$ cat src/hdl/wifi_channel_selector_assert.svh
// Assertion macros for the channel selector
`ifndef WIFI_CHANNEL_SELECTOR_ASSERT_SVH
`define WIFI_CHANNEL_SELECTOR_ASSERT_SVH

`ifndef SYNTHESIS
`define WCS_ASSERT(lbl, clk, rst_n, prop) \
	lbl: assert property (@(posedge clk) disable iff (!rst_n) prop) \
	else $error("wcs assertion failed");
`define WCS_ASSERT_NR(lbl, clk, prop) \
	lbl: assert property (@(posedge clk) prop) else $error("wcs assertion failed");
`else
`define WCS_ASSERT(lbl, clk, rst_n, prop)
`define WCS_ASSERT_NR(lbl, clk, prop)
`endif

`endif

$ cat src/hdl/wcs_pkg.sv
// Types and constants shared by the channel selector modules
`timescale 1ns / 1ps

package wcs_pkg;

	localparam logic [1:0] CMD_CLEAR = 2'd0;
	localparam logic [1:0] CMD_REC   = 2'd1;
	localparam logic [1:0] CMD_PICK  = 2'd2;
	localparam logic [1:0] CMD_CHK   = 2'd3;

	localparam logic signed [7:0] LEVEL_FLOOR  = -8'sd128;
	localparam logic [9:0]        WEIGHT_START = 10'd1000;

	typedef logic [3:0] ch_t;

	typedef struct packed {
		logic [1:0]        command;
		ch_t               scan_channel;
		logic signed [7:0] signal_level;
	} item_t;

	typedef struct packed {
		ch_t        best_channel;
		logic       channel_free;
		logic [9:0] min_weight;
		logic       bad_channel;
	} result_t;

	typedef struct packed {
		logic load;
		logic exec;
		logic step;
		logic walk_done;
	} ctrl_cmd_t;

	typedef struct packed {
		logic need_walk;
		logic walk_last;
	} ctrl_sts_t;

endpackage

$ cat src/hdl/wcs_ctrl.sv
// Controller state machine of the channel selector
`timescale 1ns / 1ps

module wcs_ctrl (
	input  logic               clk,
	input  logic               arst_n,
	input  logic               start,
	output logic               busy,
	input  wcs_pkg::ctrl_sts_t sts,
	output wcs_pkg::ctrl_cmd_t cmd
);
	import wcs_pkg::*;

	localparam logic [1:0] S_IDLE = 2'd0;
	localparam logic [1:0] S_EXEC = 2'd1;
	localparam logic [1:0] S_WALK = 2'd2;

	logic [1:0] state_q;
	logic [1:0] state_d;

	always_comb begin
		state_d       = state_q;
		cmd           = '0;
		case (state_q)
			S_IDLE: begin
				if (start) begin
					cmd.load = 1'b1;
					state_d  = S_EXEC;
				end
			end
			S_EXEC: begin
				if (sts.need_walk) begin
					state_d = S_WALK;
				end else begin
					cmd.exec = 1'b1;
					state_d  = S_IDLE;
				end
			end
			S_WALK: begin
				cmd.step = 1'b1;
				if (sts.walk_last) begin
					cmd.walk_done = 1'b1;
					state_d       = S_IDLE;
				end
			end
			default: begin
				state_d = S_IDLE;
			end
		endcase
	end

	always_ff @(posedge clk or negedge arst_n) begin
		if (!arst_n) begin
			state_q <= S_IDLE;
		end else begin
			state_q <= state_d;
		end
	end

	assign busy = (state_q != S_IDLE);

endmodule

$ cat src/hdl/wcs_dp.sv
// Datapath of the channel selector: table, window, walk registers, result
`timescale 1ns / 1ps

module wcs_dp #(
	parameter int NUM_CHANNELS = 13
) (
	input  logic               clk,
	input  logic               arst_n,
	input  wcs_pkg::item_t     item,
	input  wcs_pkg::ctrl_cmd_t cmd,
	output wcs_pkg::ctrl_sts_t sts,
	output wcs_pkg::result_t   result,
	output logic               done
);
	import wcs_pkg::*;

	localparam int IW = $clog2(NUM_CHANNELS);
	localparam int CW = $clog2(NUM_CHANNELS + 4);

	logic [1:0]        cmd_q;
	ch_t               ch_q;
	logic signed [7:0] lv_q;

	logic signed [7:0]     lvl_q [NUM_CHANNELS];
	logic [NUM_CHANNELS-1:0] used_q;

	logic [CW-1:0] cnt_q;
	logic [7:0]    win_q [7];
	logic [9:0]    bw_q;
	ch_t           bi_q;
	logic          ff_found_q;
	ch_t           ff_q;
	ch_t           weak_ch_q;
	logic signed [7:0] weak_lv_q;

	result_t res_q;
	result_t res_d;
	logic    done_q;

	logic              is_pick;
	logic              bad;
	logic [IW-1:0]     idx;
	logic              in_tab;
	logic [IW-1:0]     rd_idx;
	logic              rd_used;
	logic signed [7:0] rd_lvl;
	logic signed [7:0] eff;
	logic [7:0]        e_in;
	logic [9:0]        w;
	logic [9:0]        bw_d;
	ch_t               bi_d;
	logic              ff_found_d;
	ch_t               ff_d;
	ch_t               weak_ch_d;
	logic signed [7:0] weak_lv_d;

	assign is_pick = (cmd_q == CMD_PICK);
	assign bad     = ((cmd_q == CMD_REC) || (cmd_q == CMD_CHK)) &&
	                 ((ch_q == 4'd0) || ({1'b0, ch_q} > 5'(NUM_CHANNELS)));
	assign idx     = IW'(ch_q - 4'd1);
	assign in_tab  = (cnt_q < CW'(NUM_CHANNELS));
	assign rd_idx  = cmd.step ? (in_tab ? cnt_q[IW-1:0] : '0) : idx;
	assign rd_used = used_q[rd_idx];
	assign rd_lvl  = lvl_q[rd_idx];
	assign eff     = rd_used ? rd_lvl : LEVEL_FLOOR;
	// level + 128
	assign e_in    = in_tab ? {~eff[7], eff[6:0]} : 8'd0;

	assign w = {2'b00, win_q[3]}
	         + {3'b000, win_q[2][7:1]} + {3'b000, win_q[4][7:1]}
	         + {4'b0000, win_q[1][7:2]} + {4'b0000, win_q[5][7:2]}
	         + {5'b00000, win_q[0][7:3]} + {5'b00000, win_q[6][7:3]};

	assign sts.need_walk = is_pick || ((cmd_q == CMD_CHK) && !bad && rd_used);
	assign sts.walk_last = is_pick ? (cnt_q == CW'(NUM_CHANNELS + 3))
	                               : (cnt_q == CW'(NUM_CHANNELS - 1));

	always_comb begin
		bw_d       = bw_q;
		bi_d       = bi_q;
		ff_found_d = ff_found_q;
		ff_d       = ff_q;
		weak_ch_d  = weak_ch_q;
		weak_lv_d  = weak_lv_q;
		if (is_pick) begin
			// window center holds table entry cnt-4, which is channel cnt-3
			if ((cnt_q >= CW'(4)) && (w < bw_q)) begin
				bw_d = w;
				bi_d = ch_t'(cnt_q - CW'(3));
			end
		end else if (in_tab) begin
			if (!ff_found_q && !rd_used) begin
				ff_found_d = 1'b1;
				ff_d       = ch_t'(cnt_q + CW'(1));
			end
			if (rd_used && (rd_lvl < weak_lv_q)) begin
				weak_ch_d = ch_t'(cnt_q + CW'(1));
				weak_lv_d = rd_lvl;
			end
		end
	end

	always_comb begin
		res_d = '0;
		if (cmd.exec) begin
			if (bad) begin
				res_d.bad_channel = 1'b1;
			end else if (cmd_q == CMD_CHK) begin
				res_d.channel_free = 1'b1;
				res_d.best_channel = ch_q;
			end
		end else if (is_pick) begin
			res_d.best_channel = bi_d;
			res_d.min_weight   = bw_d;
		end else begin
			res_d.best_channel = ff_found_d ? ff_d : weak_ch_d;
		end
	end

	always_ff @(posedge clk) begin
		if (cmd.load) begin
			cmd_q <= item.command;
			ch_q  <= item.scan_channel;
			lv_q  <= item.signal_level;
		end
		if (cmd.exec && (cmd_q == CMD_REC) && !bad) begin
			if (!used_q[idx] || (lvl_q[idx] < lv_q)) begin
				lvl_q[idx] <= lv_q;
			end
		end
	end

	always_ff @(posedge clk) begin
		if (cmd.load) begin
			cnt_q      <= '0;
			bw_q       <= WEIGHT_START;
			bi_q       <= '0;
			ff_found_q <= 1'b0;
			ff_q       <= '0;
			weak_ch_q  <= '0;
			weak_lv_q  <= '0;
			for (int k = 0; k < 7; k++) begin
				win_q[k] <= '0;
			end
		end else if (cmd.step) begin
			cnt_q      <= cnt_q + CW'(1);
			bw_q       <= bw_d;
			bi_q       <= bi_d;
			ff_found_q <= ff_found_d;
			ff_q       <= ff_d;
			weak_ch_q  <= weak_ch_d;
			weak_lv_q  <= weak_lv_d;
			win_q[0]   <= e_in;
			for (int k = 1; k < 7; k++) begin
				win_q[k] <= win_q[k-1];
			end
		end
	end

	always_ff @(posedge clk) begin
		if (cmd.exec || cmd.walk_done) begin
			res_q <= res_d;
		end
	end

	always_ff @(posedge clk or negedge arst_n) begin
		if (!arst_n) begin
			used_q <= '0;
			done_q <= 1'b0;
		end else begin
			done_q <= cmd.exec || cmd.walk_done;
			if (cmd.exec && (cmd_q == CMD_CLEAR)) begin
				used_q <= '0;
			end else if (cmd.exec && (cmd_q == CMD_REC) && !bad) begin
				used_q[idx] <= 1'b1;
			end
		end
	end

	assign result = res_q;
	assign done   = done_q;

endmodule

$ cat src/hdl/wifi_channel_selector.sv
// Top level of the channel selector: controller plus datapath
`timescale 1ns / 1ps

// Per-channel scan table with clear, record, pick-weakest and check-free
// commands. An item is taken when start is high and busy is low; its result
// is on result for the single cycle in which done is high and must be taken
// then, as the receiver cannot stall the block. A new item may be started in
// the done cycle. Clear, record, a free-channel check of an unused channel
// and any item with a bad channel finish without a walk. A check of a used
// channel walks the table once, one entry per cycle. Pick weakest streams the
// table through a 7-tap neighbour window and one weight adder. Reset clears
// all used flags at once; an unused entry reads as level -128.
module wifi_channel_selector #(
	parameter int NUM_CHANNELS = 13
) (
	input  logic             clk,
	input  logic             arst_n,
	input  logic             start,
	output logic             busy,
	input  wcs_pkg::item_t   item,
	output logic             done,
	output wcs_pkg::result_t result
);
	import wcs_pkg::*;

	ctrl_cmd_t cmd;
	ctrl_sts_t sts;

	wcs_ctrl u_ctrl (
		.clk    (clk),
		.arst_n (arst_n),
		.start  (start),
		.busy   (busy),
		.sts    (sts),
		.cmd    (cmd)
	);

	wcs_dp #(
		.NUM_CHANNELS (NUM_CHANNELS)
	) u_dp (
		.clk    (clk),
		.arst_n (arst_n),
		.item   (item),
		.cmd    (cmd),
		.sts    (sts),
		.result (result),
		.done   (done)
	);

`include "wifi_channel_selector_assert.svh"

	`WCS_ASSERT(a_accept_busy, clk, arst_n, (start && !busy) |=> busy)
	`WCS_ASSERT(a_done_idle, clk, arst_n, done |-> !busy)
	`WCS_ASSERT(a_done_single, clk, arst_n, done |=> !done)
	`WCS_ASSERT_NR(a_rst_quiet, clk, !arst_n |=> !done)

endmodule

$ cat config.mk
export PLATFORM = sky130hd
export DESIGN_NAME = wifi_channel_selector
export DESIGN_NICKNAME = d
export VERILOG_FILES = /design/src/hdl/wcs_pkg.sv /design/src/hdl/wcs_ctrl.sv /design/src/hdl/wcs_dp.sv /design/src/hdl/wifi_channel_selector.sv
export VERILOG_INCLUDE_DIRS = /design/src /design/src/hdl
export SDC_FILE = /design/constraint.sdc
export NUM_CORES = 1
export LEC_CHECK = 0
export BUFFER_PORTS_ARGS = -buffer_cell sky130_fd_sc_hd__clkbuf_2
export CAP_MARGIN = 20
export CORE_ASPECT_RATIO = 1.1
export CORE_UTILIZATION = 48
export CTS_CLUSTER_SIZE = 40
export DETAILED_ROUTE_END_ITERATION = 10
export HOLD_SLACK_MARGIN = 0.15
export PLACE_DENSITY_LB_ADDON = 0.1
export SYNTH_ARGS = -nofsm -noshare
export SYNTH_HDL_FRONTEND = slang
export SYNTH_SLANG_ARGS = --single-unit
$ cat constraint.sdc
create_clock -name clk -period 6 [get_ports clk]
set_input_delay 0.6 -clock clk [delete_from_list [all_inputs] [get_ports clk]]
set_output_delay 0.6 -clock clk [all_outputs]
set_load 0.02 [all_outputs]
==> out/qor.yml <==
synth_warnings: 0
clk_pin_slew_ps: 60
cp_top_family: "adder cells"
tritoncts: "built"
root_buffer: "clkbuf_16"
drtAntennaViolNets: 0
route.detailed.drc: 0
use_met2: 0.438
grt_pass1_wl_um: 48200
hpwl_um: 20700
synth_ff_type: "edfxtp_1"
critPathCapture: "u_dp.result[13]"
ys_seq_elements: 236
crit_type: "reg -> reg"
layout.cells.non_filler: 1520
core_um2: 25600
place_area_um2: 13400
dp_cells: 1457
wire_per_inst_um: 20.4
rsz0062_at_grt: "true"
worstPathArrival_ps: 6190
crit_start: "u_dp.win_q[1][9]"
timing_hold_violations_final: 0
synth_common_cells: "edfxtp_1, nand2_1, nand3_1, inv_1, nor2_1"
cts.sinks: 236
slowest_stage: "fa_1"
grt_max_degree: 68
ff_latch_area_um2: 6650
use_met1: 0.280
relSlewSlack: 0.344
fillers: 2144
synth_top_area_share: 0.438
drive_gt1_frac: 0.201
grtUsageTotal: 0.238
maxSlewViolCount: 0
r2r_slack_ps: 80
max_stage_delay_ps: 550
vias_per_cell: 5.73
ys_seq_area_frac: 0.527
ioPinCount: 35
worst_slew_pin_slew_ps: 984
avgSynthCellArea_um2: 11.7
area_growth_pct: 16.1
multiInputGateArea_um2: 5620
start_util: 0.494
wl_um: 31100
outcome: "complete, no violations"
yosysUniqueCellTypes: 74
period_minus_slack_ps: 5920
finalSetupViolations: 0
synth_edf_count: 184
fp.dieH_um: 172
r2r_start: "u_dp.win_q[1][9]"
gp_congestion: 0.829
synth_most_common_cell: "edfxtp_1"
grt_antenna_before_repair: 0
fin_crit_sh: 0.986
timing.rr.end: "u_dp.result[13]"
die_w_um: 157
nets: 1245
dr.pass1.iters: 5
vias: 8705
io_buffers: 34
startpoint_type: "flop"
stdcell_area_um2: 14700
clock_latency_ps: 530
syn-num-nets: 1170
yosysTopAreaCell: "edfxtp_1"
reg2reg_depth: 27
cts.path.max_buffers: 3
async_flop_share: 0.0678
fmax_mhz: 169
die-area_um2: 26900
synthTopCellsByArea: "edfxtp_1, mux4_2, dfxtp_1, ha_1, nand2_1"
drt_iter0_markers: 530
crit_cells: 27
skew_ps: 17.8
overflow: 0
critPathCaptureType: "flop"
grt_util_met3: 0.0331
synthCells: 1079
busiest_layer: "met2"
cts_max_level: 1
synth_area_um2: 12600
hp-class: "in -> reg"
cap_violations: 0
worst_ep_required_time_ps: 6280
grt_pass1_vias: 8774
insertedDiodeCount: 0
crit_fanout: 3
cts_buffers: 26
rows: 61
cp.buffers_inverters: 4
[state kept, by name, summed over array words and instances, names as in the netlist]
name             count
u_dp.lvl_q         104
u_dp.win_q          50
u_dp.result         16
u_dp.used_q         13
u_dp.bw_q           10
u_dp.lv_q            8
u_dp.weak_lv_q       8
u_dp.cnt_q           5
u_dp.bi_q            4
u_dp.ch_q            4
u_dp.ff_q            4
u_dp.weak_ch_q       4
u_ctrl.state_q       2
u_dp.cmd_q           2
u_dp.done            1
u_dp.ff_found_q      1
[worst reg2reg max path, delay by kind of cell (launching register included)]
kind	cells	cell delay (ps)
DFF	1	430
xor gates and xnor gates	2	270
muxes	1	360
adders and majority gates	6	2350
buffers and inverters	4	320
AOI/OAI and AO/OA	11	1670
and+or+nand+nor	3	280
[area by class of cell]
class | count | share of cell area
Timing Repair Buffer | 105 | 0.0527
Multi-Input combinational cell | 702 | 0.383
Clock inverter | 16 | 0.0126
Clock buffer | 32 | 0.0474
Inverter | 83 | 0.0213
Tap cell | 346 | 0.0295
Sequential cell | 236 | 0.453
[stage by stage]
step                      utilization  hold WS [ps]  setup TNS (ps)  worst slack, ps
after floorplan                     -           304               0             5.41
after global placement          0.526           444            -521            -63.3
after detailed placement        0.526           446           -2190             -155
after CTS                       0.564           228               0             6.13
after global routing            0.573           225           -2590             -167
final                           0.573           245               0             81.1
[routing by layer]
metal / wire length, um / part of all wire
met1: 12300 / 0.40
met2: 16100 / 0.52
met3: 1610 / 0.052
met5: 0 / 0
met4: 1020 / 0.033
[placed cells by master (no fill, tap or decap), types with 34 or more instances in the layout]
cell      synthesis  routed
buf_4             4      59
inv_1            83      81
nor2_1           61      61
and2_1           53      53
nand3_1          85      84
a21oi_1          43      35
mux4_2           36      36
edfxtp_1        184     184
clkbuf_2          0      34
dfxtp_1          36      36
ha_1             51      46
nand2_1         131     129
[worst min-delay path by stage]
stage	start	endpoint	slack, ps	cells after the start
2_1_floorplan	arst_n	u_ctrl.state_q[0]	300	0
3_3_place_gp	u_dp.bi_q[2]	u_dp.bi_q[2]	440	2
3_5_place_dp	u_dp.bi_q[2]	u_dp.bi_q[2]	450	2
4_1_cts	item[7]	u_dp.lv_q[7]	230	1
5_1_grt	item[8]	u_dp.ch_q[0]	220	1
6_report	item[11]	u_dp.ch_q[3]	250	1
[cell families after synthesis]
logic type / synth area share
XOR/XNOR: 0.0152
AND/OR/NAND/NOR: 0.147
AO/OA/AOI/OAI: 0.102
flip-flops: 0.527
adder cells (fa/ha/maj): 0.0870
buffers and inverters: 0.0462
multiplexers: 0.0766
[timing repair]
item,4_1_cts,5_1_grt
buffers inserted,7,6
hold buffers,1,0
pin swaps,10,37
endpoints found under the hold margin,16,0
gates resized for setup,10,31
setup endpoints to repair,28,28
Power is not shown: default switching activity piles up to over one toggle a cycle in this logic, so the estimate is an artifact.
